$ cat src/rtl/core/efpt_pkg.sv
// Package for the encoder frame position tracker.
// Holds the shared widths, codes, request and length tables and the record types.
// No dependencies; every other file of the block imports it.
package efpt_pkg;

  localparam int POSITION_BITS = 17;
  localparam int FRAME_BYTES   = 11;

  localparam int POS_W   = POSITION_BITS;
  localparam int CNT_W   = $clog2(FRAME_BYTES + 1);
  localparam int IDX_W   = $clog2(FRAME_BYTES);
  localparam int WAIT_W  = 17;
  localparam int PORT_POS_W = 17;
  localparam int MUL_W   = POS_W + 8;
  localparam int TOTAL_W = 32;

  typedef enum logic [1:0] {
    CMD_TICK      = 2'd0,
    CMD_BYTE      = 2'd1,
    CMD_LINE_IDLE = 2'd2
  } cmd_t;

  typedef enum logic [1:0] {
    KIND_REQUEST = 2'd0,
    KIND_DECODED = 2'd1,
    KIND_SHORT   = 2'd2,
    KIND_TIMEOUT = 2'd3
  } kind_t;

  typedef enum logic [2:0] {
    ID_0 = 3'd0,
    ID_1 = 3'd1,
    ID_2 = 3'd2,
    ID_3 = 3'd3,
    ID_7 = 3'd4,
    ID_8 = 3'd5,
    ID_C = 3'd6
  } data_id_t;

  typedef enum logic [1:0] {
    REG_REQUEST_ID  = 2'd0,
    REG_PAIR_COUNT  = 2'd1,
    REG_ELEC_OFFSET = 2'd2,
    REG_TIMEOUT     = 2'd3
  } reg_idx_t;

  localparam logic [7:0] REQ_ID0 = 8'h02;
  localparam logic [7:0] REQ_ID1 = 8'h8A;
  localparam logic [7:0] REQ_ID2 = 8'h92;
  localparam logic [7:0] REQ_ID3 = 8'h1A;
  localparam logic [7:0] REQ_ID7 = 8'hBA;
  localparam logic [7:0] REQ_ID8 = 8'hC2;
  localparam logic [7:0] REQ_IDC = 8'h62;

  typedef struct packed {
    logic [2:0]  request_id;
    logic [7:0]  pair_count;
    logic [16:0] elec_offset;
    logic [15:0] timeout_ticks;
  } efpt_cfg_t;

  typedef struct packed {
    kind_t                       kind;
    logic [7:0]                  tx_byte;
    logic [7:0]                  control_field;
    logic [7:0]                  status_field;
    logic [PORT_POS_W-1:0]       single_turn;
    logic signed [15:0]          multi_turn;
    logic [7:0]                  encoder_id;
    logic [7:0]                  alarm;
    logic [7:0]                  frame_crc;
    logic signed [TOTAL_W-1:0]   total_position;
    logic [PORT_POS_W-1:0]       phase_angle;
  } efpt_result_t;

  function automatic logic [7:0] request_byte(input logic [2:0] id);
    logic [7:0] b;
    unique case (data_id_t'(id))
      ID_0:    b = REQ_ID0;
      ID_1:    b = REQ_ID1;
      ID_2:    b = REQ_ID2;
      ID_3:    b = REQ_ID3;
      ID_7:    b = REQ_ID7;
      ID_8:    b = REQ_ID8;
      ID_C:    b = REQ_IDC;
      default: b = 8'h00;
    endcase
    return b;
  endfunction

  // Reply length in bytes for each data ID.
  function automatic logic [CNT_W-1:0] expected_len(input logic [2:0] id);
    logic [CNT_W-1:0] n;
    unique case (data_id_t'(id))
      ID_2:    n = CNT_W'(4);
      ID_3:    n = CNT_W'(11);
      default: n = CNT_W'(6);
    endcase
    return n;
  endfunction

  function automatic logic [PORT_POS_W-1:0] pos_to_port(input logic [POS_W-1:0] p);
    logic [POS_W+PORT_POS_W-1:0] t;
    t = {{PORT_POS_W{1'b0}}, p};
    return t[PORT_POS_W-1:0];
  endfunction

endpackage

$ cat src/rtl/core/efpt_if.sv
// Handshake channels of the encoder frame position tracker.
// Input channel carries command and received byte; result channel the report.
// Depends on efpt_pkg.
interface efpt_in_if import efpt_pkg::*; ();
  logic       valid;
  logic       ready;
  logic [1:0] cmd;
  logic [7:0] rx_byte;

  modport source(output valid, cmd, rx_byte, input ready);
  modport sink(input valid, cmd, rx_byte, output ready);
endinterface

interface efpt_out_if import efpt_pkg::*; ();
  logic                     valid;
  logic                     ready;
  logic [1:0]               kind;
  logic [7:0]               tx_byte;
  logic [7:0]               control_field;
  logic [7:0]               status_field;
  logic [PORT_POS_W-1:0]    single_turn;
  logic signed [15:0]       multi_turn;
  logic [7:0]               encoder_id;
  logic [7:0]               alarm;
  logic [7:0]               frame_crc;
  logic signed [31:0]       total_position;
  logic [PORT_POS_W-1:0]    phase_angle;

  modport source(output valid, kind, tx_byte, control_field, status_field, single_turn,
                 multi_turn, encoder_id, alarm, frame_crc, total_position, phase_angle,
                 input ready);
  modport sink(input valid, kind, tx_byte, control_field, status_field, single_turn,
               multi_turn, encoder_id, alarm, frame_crc, total_position, phase_angle,
               output ready);
endinterface

$ cat src/rtl/core/efpt_engine.sv
// Protocol state, frame buffer, field decode, position unwrap and electrical angle.
// Updates its state once per step and presents the result of that step combinationally.
// Depends on efpt_pkg.
module efpt_engine
  import efpt_pkg::*;
(
  input  logic         clk,
  input  logic         rst_n,
  input  logic         step,
  input  logic [1:0]   cmd,
  input  logic [7:0]   rx_byte,
  input  efpt_cfg_t    cfg,
  output logic         emit,
  output efpt_result_t res
);

  logic                waiting_r, waiting_nxt;
  logic                request_made_r, request_made_nxt;
  logic                raw_valid_r, raw_valid_nxt;
  logic [2:0]          active_id_r, active_id_nxt;
  logic [CNT_W-1:0]    byte_count_r, byte_count_nxt;
  logic [WAIT_W-1:0]   wait_ticks_r, wait_ticks_nxt;
  logic [7:0]          cf_r, cf_nxt, sf_r, sf_nxt, enid_r, enid_nxt;
  logic [7:0]          alarm_r, alarm_nxt, crc_r, crc_nxt;
  logic [15:0]         turns_r, turns_nxt;
  logic [POS_W-1:0]    single_r, single_nxt;
  logic [POS_W-1:0]    tracked_r, tracked_nxt;
  logic [POS_W-1:0]    last_raw_r, last_raw_nxt;
  logic [TOTAL_W-1:0]  accum_r, accum_nxt;

  logic [7:0]          frame_buf_r [FRAME_BYTES];
  logic                buf_we;

  logic [POS_W-1:0]    abs_pos;
  logic signed [POS_W+1:0] delta, delta_adj;
  logic [MUL_W-1:0]    mech, elec_diff;
  kind_t               kind;
  logic [7:0]          tx;

  assign abs_pos = POS_W'({frame_buf_r[4], frame_buf_r[3], frame_buf_r[2]});

  always_comb begin
    waiting_nxt      = waiting_r;
    request_made_nxt = request_made_r;
    raw_valid_nxt    = raw_valid_r;
    active_id_nxt    = active_id_r;
    byte_count_nxt   = byte_count_r;
    wait_ticks_nxt   = wait_ticks_r;
    cf_nxt           = cf_r;
    sf_nxt           = sf_r;
    enid_nxt         = enid_r;
    alarm_nxt        = alarm_r;
    crc_nxt          = crc_r;
    turns_nxt        = turns_r;
    single_nxt       = single_r;
    tracked_nxt      = tracked_r;
    last_raw_nxt     = last_raw_r;
    accum_nxt        = accum_r;
    buf_we           = 1'b0;
    emit             = 1'b0;
    kind             = KIND_REQUEST;
    tx               = 8'h00;
    delta            = '0;
    delta_adj        = '0;

    unique case (cmd)
      CMD_TICK: begin
        if (!waiting_r) begin
          wait_ticks_nxt = '0;
          // An undefined data ID polls nothing and leaves the block idle.
          if (cfg.request_id <= ID_C) begin
            active_id_nxt    = cfg.request_id;
            request_made_nxt = 1'b1;
            waiting_nxt      = 1'b1;
            emit             = 1'b1;
            kind             = KIND_REQUEST;
            tx               = request_byte(cfg.request_id);
          end
        end else begin
          wait_ticks_nxt = wait_ticks_r + WAIT_W'(1);
          if (wait_ticks_nxt > WAIT_W'(cfg.timeout_ticks)) begin
            waiting_nxt    = 1'b0;
            wait_ticks_nxt = '0;
            emit           = 1'b1;
            kind           = KIND_TIMEOUT;
          end
        end
      end
      CMD_BYTE: begin
        if (byte_count_r < CNT_W'(FRAME_BYTES)) begin
          buf_we         = 1'b1;
          byte_count_nxt = byte_count_r + CNT_W'(1);
        end
      end
      CMD_LINE_IDLE: begin
        emit = 1'b1;
        kind = KIND_SHORT;
        if (request_made_r && byte_count_r >= expected_len(active_id_r)) begin
          kind = KIND_DECODED;
          if (active_id_r != ID_7 && active_id_r != ID_8) begin
            cf_nxt = frame_buf_r[0];
            sf_nxt = frame_buf_r[1];
          end
          unique case (active_id_r)
            ID_0: begin
              single_nxt  = abs_pos;
              crc_nxt     = frame_buf_r[5];
              tracked_nxt = abs_pos;
            end
            ID_1: begin
              turns_nxt = {frame_buf_r[3], frame_buf_r[2]};
              crc_nxt   = frame_buf_r[5];
            end
            ID_2: begin
              enid_nxt = frame_buf_r[2];
              crc_nxt  = frame_buf_r[3];
            end
            ID_3: begin
              single_nxt  = abs_pos;
              enid_nxt    = frame_buf_r[5];
              turns_nxt   = {frame_buf_r[7], frame_buf_r[6]};
              alarm_nxt   = frame_buf_r[9];
              crc_nxt     = frame_buf_r[10];
              tracked_nxt = abs_pos;
            end
            ID_C: begin
              single_nxt = abs_pos;
              crc_nxt    = frame_buf_r[5];
            end
            default: begin
            end
          endcase

          // Unwrap: the step between readings is taken as the shorter way round.
          if (!raw_valid_r) begin
            accum_nxt     = {{(TOTAL_W-POS_W){1'b0}}, tracked_nxt};
            last_raw_nxt  = tracked_nxt;
            raw_valid_nxt = 1'b1;
          end else begin
            delta = $signed({2'b00, tracked_nxt}) - $signed({2'b00, last_raw_r});
            if (delta > $signed((POS_W+2)'(1 << (POS_W-1)))) begin
              delta_adj = delta - $signed((POS_W+2)'(1 << POS_W));
            end else if (delta < -$signed((POS_W+2)'(1 << (POS_W-1)))) begin
              delta_adj = delta + $signed((POS_W+2)'(1 << POS_W));
            end else begin
              delta_adj = delta;
            end
            accum_nxt    = accum_r + {{(TOTAL_W-POS_W-2){delta_adj[POS_W+1]}}, delta_adj};
            last_raw_nxt = tracked_nxt;
          end
        end
        waiting_nxt    = 1'b0;
        wait_ticks_nxt = '0;
        byte_count_nxt = '0;
      end
      default: begin
      end
    endcase
  end

  assign mech      = MUL_W'(tracked_nxt) * MUL_W'(cfg.pair_count);
  assign elec_diff = mech - MUL_W'(cfg.elec_offset);

  always_comb begin
    res.kind           = kind;
    res.tx_byte        = tx;
    res.control_field  = cf_nxt;
    res.status_field   = sf_nxt;
    res.single_turn    = pos_to_port(single_nxt);
    res.multi_turn     = $signed(turns_nxt);
    res.encoder_id     = enid_nxt;
    res.alarm          = alarm_nxt;
    res.frame_crc      = crc_nxt;
    res.total_position = $signed(accum_nxt);
    res.phase_angle    = pos_to_port(elec_diff[POS_W-1:0]);
  end

  always_ff @(posedge clk) begin
    if (!rst_n) begin
      waiting_r      <= 1'b0;
      request_made_r <= 1'b0;
      raw_valid_r    <= 1'b0;
      active_id_r    <= '0;
      byte_count_r   <= '0;
      wait_ticks_r   <= '0;
      cf_r           <= '0;
      sf_r           <= '0;
      enid_r         <= '0;
      alarm_r        <= '0;
      crc_r          <= '0;
      turns_r        <= '0;
      single_r       <= '0;
      tracked_r      <= '0;
      last_raw_r     <= '0;
      accum_r        <= '0;
    end else if (step) begin
      waiting_r      <= waiting_nxt;
      request_made_r <= request_made_nxt;
      raw_valid_r    <= raw_valid_nxt;
      active_id_r    <= active_id_nxt;
      byte_count_r   <= byte_count_nxt;
      wait_ticks_r   <= wait_ticks_nxt;
      cf_r           <= cf_nxt;
      sf_r           <= sf_nxt;
      enid_r         <= enid_nxt;
      alarm_r        <= alarm_nxt;
      crc_r          <= crc_nxt;
      turns_r        <= turns_nxt;
      single_r       <= single_nxt;
      tracked_r      <= tracked_nxt;
      last_raw_r     <= last_raw_nxt;
      accum_r        <= accum_nxt;
    end
  end

  // Only entries below the byte count are ever decoded, so the buffer needs no clearing.
  always_ff @(posedge clk) begin
    if (step && buf_we) begin
      frame_buf_r[byte_count_r[IDX_W-1:0]] <= rx_byte;
    end
  end

endmodule

$ cat src/rtl/core/encoder_frame_position_tracker.sv
// Top level of the encoder frame position tracker: handshake stages and APB registers.
// Depends on efpt_pkg, efpt_in_if, efpt_out_if and efpt_engine.
//
// The block polls an absolute encoder: ticks, received bytes and line-idle events arrive
// as transactions on the input channel, and request, decoded-frame, short-frame and
// timeout reports leave on the result channel. One transaction is accepted every clock
// cycle; each passes through an input register, and each that yields a report then
// passes through a result register, from which the report is offered on the result
// channel. The only thing that slows acceptance is a report held on the result channel
// while the sink is not ready. Registers (request_id, pair_count, elec_offset,
// timeout_ticks) sit at byte addresses 0, 4, 8 and 12 of the APB port. The user must
// write them only while the block is idle; the block itself does not enforce this.
module encoder_frame_position_tracker
  import efpt_pkg::*;
(
  input  logic         clk,
  input  logic         rst_n,
  efpt_in_if.sink      in_if,
  efpt_out_if.source   out_if,
  input  logic         psel,
  input  logic         penable,
  input  logic         pwrite,
  input  logic [3:0]   paddr,
  input  logic [31:0]  pwdata,
  output logic [31:0]  prdata,
  output logic         pready
);

  efpt_cfg_t     cfg_r;
  logic          cfg_we;
  reg_idx_t      cfg_idx;

  logic          stage_valid_r;
  logic [1:0]    stage_cmd_r;
  logic [7:0]    stage_byte_r;
  logic          advance;
  logic          in_accept;

  logic          emit;
  efpt_result_t  res;
  logic          out_valid_r;
  efpt_result_t  res_r;

  // APB registers.
  assign pready  = 1'b1;
  assign cfg_idx = reg_idx_t'(paddr[3:2]);
  assign cfg_we  = psel && penable && pwrite;

  always_ff @(posedge clk) begin
    if (!rst_n) begin
      cfg_r.request_id    <= 3'd0;
      cfg_r.pair_count    <= 8'd4;
      cfg_r.elec_offset   <= 17'd0;
      cfg_r.timeout_ticks <= 16'd10;
    end else if (cfg_we) begin
      unique case (cfg_idx)
        REG_REQUEST_ID:  cfg_r.request_id    <= pwdata[2:0];
        REG_PAIR_COUNT:  cfg_r.pair_count    <= pwdata[7:0];
        REG_ELEC_OFFSET: cfg_r.elec_offset   <= pwdata[16:0];
        REG_TIMEOUT:     cfg_r.timeout_ticks <= pwdata[15:0];
        default: begin
        end
      endcase
    end
  end

  always_comb begin
    unique case (cfg_idx)
      REG_REQUEST_ID:  prdata = {29'd0, cfg_r.request_id};
      REG_PAIR_COUNT:  prdata = {24'd0, cfg_r.pair_count};
      REG_ELEC_OFFSET: prdata = {15'd0, cfg_r.elec_offset};
      REG_TIMEOUT:     prdata = {16'd0, cfg_r.timeout_ticks};
      default:         prdata = 32'd0;
    endcase
  end

  // The input stage moves on whenever the result register is free or being emptied.
  assign advance     = stage_valid_r && (!out_valid_r || out_if.ready);
  assign in_if.ready = !stage_valid_r || advance;
  assign in_accept   = in_if.valid && in_if.ready;

  always_ff @(posedge clk) begin
    if (!rst_n) begin
      stage_valid_r <= 1'b0;
    end else if (in_accept) begin
      stage_valid_r <= 1'b1;
    end else if (advance) begin
      stage_valid_r <= 1'b0;
    end
  end

  always_ff @(posedge clk) begin
    if (in_accept) begin
      stage_cmd_r  <= in_if.cmd;
      stage_byte_r <= in_if.rx_byte;
    end
  end

  efpt_engine u_engine (
    .clk     (clk),
    .rst_n   (rst_n),
    .step    (advance),
    .cmd     (stage_cmd_r),
    .rx_byte (stage_byte_r),
    .cfg     (cfg_r),
    .emit    (emit),
    .res     (res)
  );

  always_ff @(posedge clk) begin
    if (!rst_n) begin
      out_valid_r <= 1'b0;
    end else if (advance && emit) begin
      out_valid_r <= 1'b1;
    end else if (out_if.ready) begin
      out_valid_r <= 1'b0;
    end
  end

  always_ff @(posedge clk) begin
    if (advance && emit) begin
      res_r <= res;
    end
  end

  assign out_if.valid          = out_valid_r;
  assign out_if.kind           = res_r.kind;
  assign out_if.tx_byte        = res_r.tx_byte;
  assign out_if.control_field  = res_r.control_field;
  assign out_if.status_field   = res_r.status_field;
  assign out_if.single_turn    = res_r.single_turn;
  assign out_if.multi_turn     = res_r.multi_turn;
  assign out_if.encoder_id     = res_r.encoder_id;
  assign out_if.alarm          = res_r.alarm;
  assign out_if.frame_crc      = res_r.frame_crc;
  assign out_if.total_position = res_r.total_position;
  assign out_if.phase_angle    = res_r.phase_angle;

endmodule

$ cat src/flat_wrapper.sv
// flat-port wrapper written by rule: the top's interface ports become plain ports
module encoder_frame_position_tracker_flat import efpt_pkg::*;
  (clk, rst_n, psel, penable, pwrite, paddr, pwdata, prdata, pready, in_if_valid, in_if_cmd, in_if_rx_byte, in_if_ready, out_if_valid, out_if_kind, out_if_tx_byte, out_if_control_field, out_if_status_field, out_if_single_turn, out_if_multi_turn, out_if_encoder_id, out_if_alarm, out_if_frame_crc, out_if_total_position, out_if_phase_angle, out_if_ready);
  efpt_in_if in_if_i ();
  efpt_out_if out_if_i ();
  input  logic clk;
  input  logic rst_n;
  input  logic psel;
  input  logic penable;
  input  logic pwrite;
  input  logic [3:0] paddr;
  input  logic [31:0] pwdata;
  output logic [31:0] prdata;
  output logic pready;
  input wire logic [$bits(in_if_i.valid)-1:0] in_if_valid;
  input wire logic [$bits(in_if_i.cmd)-1:0] in_if_cmd;
  input wire logic [$bits(in_if_i.rx_byte)-1:0] in_if_rx_byte;
  output wire logic [$bits(in_if_i.ready)-1:0] in_if_ready;
  output wire logic [$bits(out_if_i.valid)-1:0] out_if_valid;
  output wire logic [$bits(out_if_i.kind)-1:0] out_if_kind;
  output wire logic [$bits(out_if_i.tx_byte)-1:0] out_if_tx_byte;
  output wire logic [$bits(out_if_i.control_field)-1:0] out_if_control_field;
  output wire logic [$bits(out_if_i.status_field)-1:0] out_if_status_field;
  output wire logic [$bits(out_if_i.single_turn)-1:0] out_if_single_turn;
  output wire logic [$bits(out_if_i.multi_turn)-1:0] out_if_multi_turn;
  output wire logic [$bits(out_if_i.encoder_id)-1:0] out_if_encoder_id;
  output wire logic [$bits(out_if_i.alarm)-1:0] out_if_alarm;
  output wire logic [$bits(out_if_i.frame_crc)-1:0] out_if_frame_crc;
  output wire logic [$bits(out_if_i.total_position)-1:0] out_if_total_position;
  output wire logic [$bits(out_if_i.phase_angle)-1:0] out_if_phase_angle;
  input wire logic [$bits(out_if_i.ready)-1:0] out_if_ready;
  assign in_if_i.valid = in_if_valid;
  assign in_if_i.cmd = in_if_cmd;
  assign in_if_i.rx_byte = in_if_rx_byte;
  assign in_if_ready = in_if_i.ready;
  assign out_if_valid = out_if_i.valid;
  assign out_if_kind = out_if_i.kind;
  assign out_if_tx_byte = out_if_i.tx_byte;
  assign out_if_control_field = out_if_i.control_field;
  assign out_if_status_field = out_if_i.status_field;
  assign out_if_single_turn = out_if_i.single_turn;
  assign out_if_multi_turn = out_if_i.multi_turn;
  assign out_if_encoder_id = out_if_i.encoder_id;
  assign out_if_alarm = out_if_i.alarm;
  assign out_if_frame_crc = out_if_i.frame_crc;
  assign out_if_total_position = out_if_i.total_position;
  assign out_if_phase_angle = out_if_i.phase_angle;
  assign out_if_i.ready = out_if_ready;
  encoder_frame_position_tracker u_core (.clk(clk), .rst_n(rst_n), .in_if(in_if_i), .out_if(out_if_i), .psel(psel), .penable(penable), .pwrite(pwrite), .paddr(paddr), .pwdata(pwdata), .prdata(prdata), .pready(pready));
endmodule
$ cat config.mk
export PLATFORM = sky130hd
export DESIGN_NAME = encoder_frame_position_tracker_flat
export DESIGN_NICKNAME = d
export VERILOG_FILES = /design/src/rtl/core/efpt_pkg.sv /design/src/rtl/core/efpt_if.sv /design/src/rtl/core/efpt_engine.sv /design/src/rtl/core/encoder_frame_position_tracker.sv /design/src/flat_wrapper.sv
export SDC_FILE = /design/constraint.sdc
export NUM_CORES = 1
export LEC_CHECK = 0
export BUFFER_PORTS_ARGS = -buffer_cell sky130_fd_sc_hd__buf_2
export CAP_MARGIN = 25
export CORE_MARGIN = 8
export CORE_UTILIZATION = 50
export CTS_BUF_LIST = sky130_fd_sc_hd__clkbuf_16
export CTS_CLUSTER_SIZE = 16
export DETAILED_ROUTE_END_ITERATION = 10
export PLACE_DENSITY = 0.71
export SETUP_SLACK_MARGIN = 0.05
export SLEW_MARGIN = 10
export SYNTH_ARGS = -nofsm -noshare
export SYNTH_HDL_FRONTEND = slang
export SYNTH_SLANG_ARGS = --single-unit
$ cat constraint.sdc
create_clock -name clk -period 43.1 [get_ports clk]
set_clock_uncertainty 0.05 [all_clocks]
set_input_delay 8.62 -clock clk [delete_from_list [all_inputs] [get_ports clk]]
set_output_delay 8.62 -clock clk [all_outputs]
set_load 0.01 [all_outputs]
==> Word level (Yosys, flattened, before mapping) <==
Memories as Yosys holds them, arrays and structs flattened.
Cells that the tools add are included.
{ "word_totals": {"reg_bits": 354, "memories": 1, "word_cells": 165, "output_inout_bits": 167, "ram_bits": 88} }
{ "mem_list": {"columns": ["memory", "words", "word_bits", "rd", "rd_ports_with_merged_regs", "wr", "line_no", "rtl"], "rows": [
  ["u_core.u_engine.frame_buf_r", 11, 8, 10, 0, 1, "efpt_engine.sv:31", "logic [7:0] frame_buf_r [FRAME_BYTES];"]
]} }
{ "op_classes": {"mux": 62, "add_sub_neg": 7, "n_eq_ne": 18, "magnitude_cmp": 6, "n_reduce_logical": 32, "multipliers": 1, "bitwise": 3} }
{ "op_table": {"columns": ["operator", "count"], "rows": [
  ["$mux 17", 10],
  ["$pmux 32 s4", 1],
  ["$mux 8", 13],
  ["$mux 32", 3],
  ["$mux 19", 5],
  ["$pmux 8 s7", 1],
  ["$pmux 17 s2", 1],
  ["$add 32x32->32", 1],
  ["$mux 16", 2],
  ["$pmux 16 s2", 1],
  ["$pmux 8 s3", 1],
  ["$add 18x19->19 const B", 1],
  ["$sub 18x19->19 const B", 1],
  ["$gt 18x18->1 const B", 1],
  ["$lt 18x17->1 const B", 1],
  ["$sub 17x17->18", 1],
  ["$add 17x1->17 const B", 1],
  ["$gt 17x16->1", 1],
  ["$mul 17x8->17", 1],
  ["$sub 17x17->17", 1],
  ["$pmux 4 s2", 2],
  ["$pmux 8 s2", 1],
  ["$mux 1", 13],
  ["$eq 3x2->1 const B", 4],
  ["26 further kinds", 61]
]} }

==> Logic depth before layout (Yosys ltp) <==
Gate-level depths: netlist (run 1).
{ "logic_depth": {"ltp_word": 18, "ltp_mapped": 32, "ltp_nobuf": 28} }

==> Hierarchy <==
From an unflattened synthesis (run 1), not the netlist that was laid out.
{ "unflattened": {"hier_cells": 2260, "area_unflattened_um2": 23498.8} }
{ "modules_own_cells": {"columns": ["mod", "area_per_inst_um2", "cells_each", "instances", "seq_area_each_um2"], "rows": [
  ["efpt_engine", 16955.0, 1883, 1, 5515.3],
  ["encoder_frame_position_tracker", 6543.8, 377, 1, 5185.0]
]} }

==> Worst setup path before layout (run 1) <==
Ideal clock, no wire load.
{ "synth_path": {"kind": "input -> register", "from": "in out_if_ready", "to": "reg u_core.res_r (netlist bit u_core.out_if.alarm[0]), enable pin", "path_stages": 4, "path_buffers": 1, "setup_ns": 0.815, "required_ns": 42.235, "slack_ns": 23.616, "t_arrival_ns": 18.620, "path_cell_list": "nor2b_1 -> nand2b_1 -> clkbuf_1 -> a211oi_1"} }
{ "synth_via": {"elab_chain_len": 3} }
{ "synth_rtl": {"columns": ["item", "line_no", "rtl"], "rows": [
  ["start: declaration", "flat_wrapper.sv:31", "input wire logic [$bits(out_if_i.ready)-1:0] out_if_ready;"],
  ["$logic_or 1x1->1", "encoder_frame_position_tracker.sv:78", "assign advance = stage_valid_r && (!out_valid_r || out_if.ready);"],
  ["$logic_and 1x1->1", "encoder_frame_position_tracker.sv:78", null],
  ["$logic_and 1x1->1", "encoder_frame_position_tracker.sv:121", "if (advance && emit) begin"],
  ["end signal: assignment", "encoder_frame_position_tracker.sv:122", "res_r <= res;"],
  ["end: declaration", "encoder_frame_position_tracker.sv:42", "efpt_result_t res_r;"]
]} }
No other way between the ends.
A chain may end at the register's enable or synchronous reset.

==> Worst setup path after layout (run 1) <==
{ "layout_path": {"from": "in paddr[2]", "to": "out prdata[4]"} }
{ "layout_via": {"elab_chain_len": 2, "word_cells_on_any_way": 5, "cone_classes": "eq/ne (3); mux (1); reduce/logical (1)"} }
{ "layout_rtl": {"columns": ["item", "line_no", "rtl"], "rows": [
  ["start: declaration", "flat_wrapper.sv:11", "input logic [3:0] paddr;"],
  ["$eq 2x2->1 (tied with other cells)", "encoder_frame_position_tracker.sv:68", "unique case (cfg_idx)"],
  ["$pmux 32 s4 *", "encoder_frame_position_tracker.sv:68", null],
  ["end: declaration", "flat_wrapper.sv:13", "output logic [31:0] prdata;"]
]} }
Every way passes the cells marked *; elsewhere a longest branch is shown, timed or not. The select of a mux whose other input is x is not followed.

==> run_summary.xml, run 1 <==
<?xml version="1.0" encoding="UTF-8"?>
<metrics>
  <group name="drt">
    <metric name="routed_wirelength" unit="µm">60520</metric>
    <metric name="detail_route.drc_violations" unit="">0</metric>
    <metric name="total_number_of_vias" unit="">17805</metric>
    <metric name="wl_per_cell" unit="µm">19.05</metric>
    <metric name="drtIter0Drc" unit="">1609</metric>
    <metric name="detailedRoute.firstPassIterationCount" unit="">5</metric>
    <metric name="via_per_inst" unit="">5.606</metric>
    <metric name="drt.antenna.violating_nets" unit="">0</metric>
  </group>
  <group name="placed_design">
    <metric name="globalplace.congestion" unit="">0.9046</metric>
    <metric name="numPortBuffers" unit="">184</metric>
    <metric name="preCtsSetupSlack" unit="ns">24.54</metric>
    <metric name="dpl.cell_count" unit="">3091</metric>
    <metric name="place_hpwl" unit="µm">42570</metric>
  </group>
  <group name="die">
    <metric name="core" unit="mm²">0.04656</metric>
    <metric name="die_x" unit="µm">233.3</metric>
    <metric name="ios" unit="">220</metric>
    <metric name="design.die.area" unit="mm²">0.05443</metric>
    <metric name="die_height" unit="µm">233.3</metric>
    <metric name="initial_core_util" unit="">0.5071</metric>
    <metric name="row_count" unit="">79</metric>
  </group>
  <group name="sta">
    <metric name="fin_crit_sh" unit="">0.4307</metric>
    <metric name="timing_worst_slew_pin_value" unit="ns">0.9735</metric>
    <metric name="timing.setup.tns" unit="ns">0</metric>
    <metric name="slew_headroom" unit="">0.3510</metric>
    <metric name="clock.fmax" unit="GHz">0.05387</metric>
    <metric name="unrepaired_setup_endpoints_after_global_routing" unit="">no</metric>
    <metric name="report.final.setup_viol" unit="">0</metric>
    <metric name="min_period" unit="ns">18.56</metric>
    <metric name="final_max_slew_violation_count" unit="">0</metric>
    <metric name="finalHoldViolations" unit="">0</metric>
    <metric name="timing.final.ws_setup" unit="ns">24.54</metric>
  </group>
  <group name="final_layout">
    <metric name="num_antenna_cells" unit="">0</metric>
    <metric name="layout-area-overhead-vs-synth" unit="%">12.17</metric>
    <metric name="drive_above_1_share" unit="">0.1362</metric>
    <metric name="final-instance-count-excl-fill" unit="">3176</metric>
    <metric name="most_frequent_cells_in_the_layout" unit="">sky130_fd_sc_hd__nand2_1, sky130_fd_sc_hd__edfxtp_1, sky130_fd_sc_hd__dfxtp_1</metric>
    <metric name="finalNetCount" unit="">2775</metric>
    <metric name="final.fill_count" unit="">3952</metric>
    <metric name="final_common_cell" unit="">sky130_fd_sc_hd__nand2_1</metric>
  </group>
  <group name="critical_path">
    <metric name="worstPathMaxFanout" unit="">27</metric>
    <metric name="crit_chain" unit="">buf_2 -&gt; nor2b_1 -&gt; a22o_1 -&gt; buf_2</metric>
    <metric name="crit_slowest_cell" unit="">sky130_fd_sc_hd__buf_2</metric>
    <metric name="timing_worst_setup_path_type" unit="">in2out</metric>
    <metric name="critical_path.endpoint_type" unit="">output pin</metric>
    <metric name="critical-path-top-cell-by-count" unit="">sky130_fd_sc_hd__buf_2</metric>
    <metric name="crit_path_max_incr_delay" unit="ns">0.45</metric>
    <metric name="worstSetupStartpointType" unit="">input port</metric>
    <metric name="worstPathRequired" unit="ns">34.43</metric>
    <metric name="worst_ep_arrival_time" unit="ns">9.89</metric>
  </group>
  <group name="yosys">
    <metric name="synthesis.yosys.warnings" unit="">0</metric>
    <metric name="synth_enable_flop_cells" unit="">213</metric>
    <metric name="netlist_area" unit="mm²">0.02361</metric>
    <metric name="postSynthCellCount" unit="">2396</metric>
    <metric name="seq_area_frac_synth" unit="">0.4507</metric>
    <metric name="ys_types" unit="">79</metric>
    <metric name="dominantRegCellSynth" unit="">sky130_fd_sc_hd__edfxtp_1</metric>
    <metric name="ys_async_sr_fraction" unit="">0</metric>
    <metric name="post-synth-top-area-fraction" unit="">0.2709</metric>
    <metric name="synth-seq-cells" unit="">425</metric>
    <metric name="syn_avg_cell_area" unit="µm²">9.853</metric>
    <metric name="synth.top_cells.by_area" unit="">sky130_fd_sc_hd__edfxtp_1, sky130_fd_sc_hd__dfxtp_1, sky130_fd_sc_hd__fa_1, sky130_fd_sc_hd__nand2_1, sky130_fd_sc_hd__ha_1</metric>
    <metric name="synth_top_cell_by_area" unit="">sky130_fd_sc_hd__edfxtp_1</metric>
  </group>
  <group name="outcome">
    <metric name="status" unit="">finished clean</metric>
  </group>
  <group name="cts">
    <metric name="cts_post_setup_buffers_inserted" unit="">0</metric>
    <metric name="cts_tree" unit="">yes</metric>
    <metric name="cts_htree_levels" unit="">2</metric>
    <metric name="clk_slew_on_worst_s_h_paths" unit="ns">0.06</metric>
    <metric name="cts_made_buffers" unit="">45</metric>
    <metric name="postCtsResizedCells" unit="">0</metric>
    <metric name="postCtsHoldBufs" unit="">0</metric>
    <metric name="clk_latency" unit="ns">0.59</metric>
    <metric name="tritoncts_num_sinks" unit="">425</metric>
    <metric name="cts-root-buf" unit="">sky130_fd_sc_hd__clkbuf_16</metric>
    <metric name="ctsLongestPathBuffers" unit="">3</metric>
  </group>
  <group name="global_route">
    <metric name="overflow" unit="">0</metric>
    <metric name="global_route.usage.total" unit="">0.2177</metric>
    <metric name="grt_max_degree" unit="">84</metric>
    <metric name="grt_pass1_vias" unit="">17496</metric>
    <metric name="wire_length_of_the_first_global_routing_pass" unit="µm">95010</metric>
    <metric name="grt_antenna_before_repair" unit="">0</metric>
  </group>
  <group name="power_and_ir_drop">
    <metric name="maximum_vdd_ir_drop" unit="mV">0.03090</metric>
    <metric name="total_leakage_power" unit="nW">10.65</metric>
    <metric name="power_density" unit="mW/mm²">32.47</metric>
  </group>
  <group name="worst_hold_path">
    <metric name="hold_path.class" unit="">reg2reg</metric>
  </group>
  <group name="job">
    <metric name="max_cap_violations" unit="">0</metric>
  </group>
</metrics>
==> where the power goes <==
part	switching (mW)	internal, mW	leakage (nW)
registers	0.00449	0.428	3.66
clock network	0.168	0.228	0.774
logic	0.0211	0.0103	6.21
==> critical path: cells and delay by family <==
kind	cells	cell delay, ns
and+or+nand+nor	1	0.42
AOI/OAI and AO/OA	1	0.24
buffers and inverters	2	0.60
==> stage by stage <==
step                      power (mW)  utilization  instance area (µm²)  hold slack, ns
after detailed placement      0.4721       0.5356                24940          0.3955
final                         0.8600       0.5688                26480          0.4026
after CTS                     0.8682       0.5687                26480          0.4055
after global routing          0.8872       0.5688                26480          0.4160
after global placement        0.4714       0.5356                24940          0.3889
after floorplan               0.4611            -                23670          0.3838
==> path summary, 6_finish.rpt <==
kind	startpoint	end	slack [ns]	depth (start not counted)
max reg2reg	u_core.u_engine.active_id_r[2]	u_core.out_if.phase_angle[16]	35.17	25
min	u_core.u_engine.cf_r[1]	u_core.u_engine.cf_r[1]	0.40	2
min reg2reg	u_core.u_engine.cf_r[1]	u_core.u_engine.cf_r[1]	0.40	2
max	paddr[2]	prdata[4]	24.54	4
==> cell type report <==
cell class	instances	area (µm²)	share of cell area
Clock inverter	36	339.1	0.01280
Timing Repair Buffer	205	1079	0.04073
Multi-Input combinational cell	1670	11770	0.4443
Sequential cell	425	10640	0.4018
Inverter	185	696.9	0.02632
Tap cell	607	759.5	0.02868
Clock buffer	48	1201	0.04536
==> state kept, by name, indices dropped and copies added, names as in the netlist, 17 cells and up <==
| register | count |
|---|---|
| u_core.u_engine.accum_r | 32 |
| u_core.out_if.phase_angle | 17 |
| u_core.cfg_r | 44 |
| u_core.u_engine.tracked_r | 17 |
| u_core.u_engine.frame_buf_r | 73 |
| u_core.u_engine.wait_ticks_r | 17 |
| u_core.u_engine.single_r | 17 |
| u_core.out_if.single_turn | 17 |
| u_core.u_engine.last_raw_r | 17 |
| u_core.out_if.total_position | 32 |
==> cells by family after synthesis <==
group | after synthesis | synth area share
and+or+nand+nor | 751 | 0.1432
other | 2 | 0.0003181
xor gates and xnor gates | 81 | 0.03095
buffers and inverters | 317 | 0.05491
DFF | 425 | 0.4507
adders and majority gates | 190 | 0.1271
AOI/OAI and AO/OA | 505 | 0.1358
muxes | 125 | 0.05708
==> cell usage after synthesis, types with 5 or more instances <==
library cell,instances
sky130_fd_sc_hd__inv_1,183
sky130_fd_sc_hd__a21o_1,26
sky130_fd_sc_hd__a22oi_1,10
sky130_fd_sc_hd__or3_1,7
sky130_fd_sc_hd__nand4_1,9
sky130_fd_sc_hd__ha_1,107
sky130_fd_sc_hd__buf_4,19
sky130_fd_sc_hd__o21bai_1,9
sky130_fd_sc_hd__mux2_2,47
sky130_fd_sc_hd__a31oi_1,6
sky130_fd_sc_hd__a211oi_1,17
sky130_fd_sc_hd__a22o_1,23
sky130_fd_sc_hd__nand2_1,366
sky130_fd_sc_hd__nand2b_1,15
sky130_fd_sc_hd__a32oi_1,5
sky130_fd_sc_hd__nor2b_1,44
sky130_fd_sc_hd__o211ai_1,10
sky130_fd_sc_hd__nor2_1,151
sky130_fd_sc_hd__o21a_1,33
sky130_fd_sc_hd__xnor2_1,48
sky130_fd_sc_hd__edfxtp_1,213
sky130_fd_sc_hd__o21ai_0,74
sky130_fd_sc_hd__buf_2,16
sky130_fd_sc_hd__a21boi_0,37
sky130_fd_sc_hd__xor2_1,31
sky130_fd_sc_hd__nor3_1,25
sky130_fd_sc_hd__and2_1,64
sky130_fd_sc_hd__dfxtp_1,212
sky130_fd_sc_hd__and3_1,26
sky130_fd_sc_hd__o21ai_1,12
sky130_fd_sc_hd__buf_1,9
sky130_fd_sc_hd__fa_1,83
sky130_fd_sc_hd__a21oi_1,201
sky130_fd_sc_hd__clkbuf_1,86
sky130_fd_sc_hd__mux2i_1,75
sky130_fd_sc_hd__nand3_1,29
==> metal layers <==
metal,up-vias,wire (µm),GRT usage
met2,649,27820,0.3478
met4,0,1429,0.05474
met1,8611,26650,0.3032
met5,-,0,0
li1,8447,-,-
met3,98,4624,0.03991
Note: power is estimated with default switching activity, not from simulation.
==> run 2: changes to the inputs <==
==> constraint.sdc (replaced) <==
create_clock -name clk -period 19.25 [get_ports clk]
set_clock_uncertainty 0.05 [all_clocks]
set_input_delay 3.85 -clock clk [delete_from_list [all_inputs] [get_ports clk]]
set_output_delay 3.85 -clock clk [all_outputs]
set_load 0.01 [all_outputs]
==> run_summary.xml, run 2 (synthesized netlist as in run 1, its figures left out) <==
<?xml version="1.0" encoding="UTF-8"?>
<metrics>
  <group name="cts">
    <metric name="cts_post_setup_buffers_inserted" unit="">0</metric>
    <metric name="postCtsResizedCells" unit="">0</metric>
    <metric name="cts-root-buf" unit="">sky130_fd_sc_hd__clkbuf_16</metric>
    <metric name="tritoncts_num_sinks" unit="">425</metric>
    <metric name="clk_latency" unit="ns">0.59</metric>
    <metric name="clk_slew_on_worst_s_h_paths" unit="ns">0.06</metric>
    <metric name="cts_htree_levels" unit="">2</metric>
    <metric name="cts_tree" unit="">yes</metric>
    <metric name="postCtsHoldBufs" unit="">0</metric>
    <metric name="cts_made_buffers" unit="">46</metric>
    <metric name="ctsLongestPathBuffers" unit="">3</metric>
  </group>
  <group name="final_layout">
    <metric name="drive_above_1_share" unit="">0.1357</metric>
    <metric name="finalNetCount" unit="">2777</metric>
    <metric name="num_antenna_cells" unit="">0</metric>
    <metric name="largest_register_ffs" unit="">73</metric>
    <metric name="most_frequent_cells_in_the_layout" unit="">sky130_fd_sc_hd__nand2_1, sky130_fd_sc_hd__edfxtp_1, sky130_fd_sc_hd__dfxtp_1</metric>
    <metric name="fin_util" unit="">0.5677</metric>
    <metric name="final_common_cell" unit="">sky130_fd_sc_hd__nand2_1</metric>
    <metric name="final_area" unit="mm²">0.02643</metric>
    <metric name="final-instance-count-excl-fill" unit="">3179</metric>
    <metric name="layout-area-overhead-vs-synth" unit="%">11.95</metric>
  </group>
  <group name="global_route">
    <metric name="grt_pass1_vias" unit="">17545</metric>
    <metric name="overflow" unit="">0</metric>
    <metric name="global_route.usage.total" unit="">0.2179</metric>
    <metric name="wire_length_of_the_first_global_routing_pass" unit="µm">95080</metric>
    <metric name="grt_antenna_before_repair" unit="">0</metric>
    <metric name="grt_max_degree" unit="">73</metric>
  </group>
  <group name="worst_hold_path">
    <metric name="hold-path-cell-count" unit="">2</metric>
    <metric name="hold_path_end" unit="">u_core.u_engine.sf_r[6]</metric>
    <metric name="min_from" unit="">u_core.u_engine.sf_r[6]</metric>
    <metric name="hold_path.class" unit="">reg2reg</metric>
  </group>
  <group name="power_and_ir_drop">
    <metric name="comb_power_share" unit="">0.037</metric>
    <metric name="switching_share" unit="">0.2251</metric>
    <metric name="share_clk_of_total_power" unit="">0.452</metric>
    <metric name="total_leakage_power" unit="nW">10.66</metric>
    <metric name="power.switching" unit="mW">0.4267</metric>
    <metric name="power_density" unit="mW/mm²">71.72</metric>
    <metric name="power.sequential.fraction" unit="">0.510</metric>
    <metric name="maximum_vdd_ir_drop" unit="mV">0.09294</metric>
    <metric name="power.internal" unit="mW">1.469</metric>
  </group>
  <group name="sta">
    <metric name="finalHoldViolations" unit="">0</metric>
    <metric name="slew_headroom" unit="">0.2955</metric>
    <metric name="final_max_slew_violation_count" unit="">0</metric>
    <metric name="final.hold.worst_slack" unit="ns">0.4035</metric>
    <metric name="clock.fmax" unit="GHz">0.1107</metric>
    <metric name="timing.setup.tns" unit="ns">0</metric>
    <metric name="unrepaired_setup_endpoints_after_global_routing" unit="">no</metric>
    <metric name="report.final.setup_viol" unit="">0</metric>
    <metric name="timing_worst_slew_pin_value" unit="ns">1.053</metric>
    <metric name="min_period" unit="ns">9.036</metric>
    <metric name="fin_crit_sh" unit="">0.4694</metric>
  </group>
  <group name="drt">
    <metric name="via_per_inst" unit="">5.650</metric>
    <metric name="detail_route.drc_violations" unit="">0</metric>
    <metric name="drtIter0Drc" unit="">1623</metric>
    <metric name="routed_wirelength" unit="µm">60990</metric>
    <metric name="total_number_of_vias" unit="">17961</metric>
    <metric name="detailedRoute.firstPassIterationCount" unit="">6</metric>
    <metric name="drt.antenna.violating_nets" unit="">0</metric>
    <metric name="wl_per_cell" unit="µm">19.18</metric>
  </group>
  <group name="placed_design">
    <metric name="dpl.cell_count" unit="">3093</metric>
    <metric name="post_dp_cell_area" unit="mm²">0.02495</metric>
    <metric name="place_hpwl" unit="µm">43030</metric>
    <metric name="numPortBuffers" unit="">184</metric>
    <metric name="globalplace.congestion" unit="">0.8890</metric>
  </group>
  <group name="die">
    <metric name="die_x" unit="µm">233.3</metric>
    <metric name="design.die.area" unit="mm²">0.05443</metric>
    <metric name="ios" unit="">220</metric>
    <metric name="initial_core_util" unit="">0.5071</metric>
    <metric name="row_count" unit="">79</metric>
    <metric name="die_height" unit="µm">233.3</metric>
    <metric name="core" unit="mm²">0.04656</metric>
  </group>
  <group name="critical_path">
    <metric name="ff2ff_setup_slack" unit="ns">11.07</metric>
    <metric name="reg2reg_to" unit="">u_core.out_if.phase_angle[16]</metric>
    <metric name="rr_worst_depth" unit="">26</metric>
    <metric name="worst_ep_arrival_time" unit="ns">5.14</metric>
    <metric name="worstPathRequired" unit="ns">15.35</metric>
    <metric name="regToRegStartpoint" unit="">u_core.u_engine.active_id_r[2]</metric>
    <metric name="critical_path.endpoint_type" unit="">output pin</metric>
    <metric name="timing_worst_setup_path_type" unit="">in2out</metric>
    <metric name="worstSetupStartpointType" unit="">input port</metric>
    <metric name="worstPathMaxFanout" unit="">27</metric>
  </group>
  <group name="outcome">
    <metric name="status" unit="">finished clean</metric>
  </group>
  <group name="job">
    <metric name="max_cap_violations" unit="">0</metric>
  </group>
</metrics>
[run 2: changes by cell type in the layout (fill, tap and decap cells not counted), moves of 2 or more]
cell                         before  now
sky130_fd_sc_hd__inv_1          190  196
sky130_fd_sc_hd__clkinvlp_4       3    1
sky130_fd_sc_hd__clkinv_2         5    9
sky130_fd_sc_hd__clkinv_1         9    7
[run 2: final cells by class]
type / count / area (µm²)
Clock buffer: 47 / 1176
Multi-Input combinational cell: 1670 / 11770
Sequential cell: 425 / 10640
Timing Repair Buffer: 206 / 1086
Tap cell: 607 / 759.5
Fill cell: 4003 / 20130
Clock inverter: 39 / 304.0
Inverter: 185 / 696.9
[run 2: power by group through the flow]
| stage | Clock, mW | Combinational [mW] | Sequential [mW] |
|---|---|---|---|
| 6_report | 0.857 | 0.0710 | 0.967 |
| 5_1_grt | 0.910 | 0.0775 | 0.968 |
| 4_1_cts | 0.874 | 0.0710 | 0.967 |
| 3_5_place_dp | 0 | 0.0706 | 0.986 |
| 3_3_place_gp | 0 | 0.0694 | 0.986 |
| 2_1_floorplan | 0 | 0.0456 | 0.987 |
[run 2: metal layers]
metal / vias up / wire length, µm / GRT usage
li1: 8452 / - / -
met1: 8722 / 26990 / 0.2997
met2: 676 / 27910 / 0.3478
met3: 111 / 4515 / 0.04064
met4: 0 / 1572 / 0.06373
met5: - / 0 / 0
[run 2: worst max path at each step]
stage / startpoint / end / depth (start not counted) / slack (ns)
6_report: paddr[2] / prdata[6] / 4 / 10.21
5_1_grt: paddr[2] / prdata[5] / 4 / 10.14
4_1_cts: paddr[2] / prdata[6] / 4 / 10.24
3_5_place_dp: paddr[2] / prdata[6] / 4 / 10.24
3_3_place_gp: paddr[2] / prdata[4] / 4 / 10.26
2_1_floorplan: out_if_ready / u_core.out_if.alarm[0] / 4 / 4.54
[run 2: stage by stage]
stage          worst slack, ns  total power, mW
6_report                 10.21            1.895
5_1_grt                  10.14            1.956
4_1_cts                  10.24            1.912
3_5_place_dp             10.24            1.057
3_3_place_gp             10.26            1.056
2_1_floorplan            4.536            1.032
[run 2: worst max-delay path, stage by stage]
cell                      delay, ns
sky130_fd_sc_hd__buf_2         0.46
sky130_fd_sc_hd__nor2b_1       0.43
sky130_fd_sc_hd__a22o_1        0.24
sky130_fd_sc_hd__buf_2         0.14
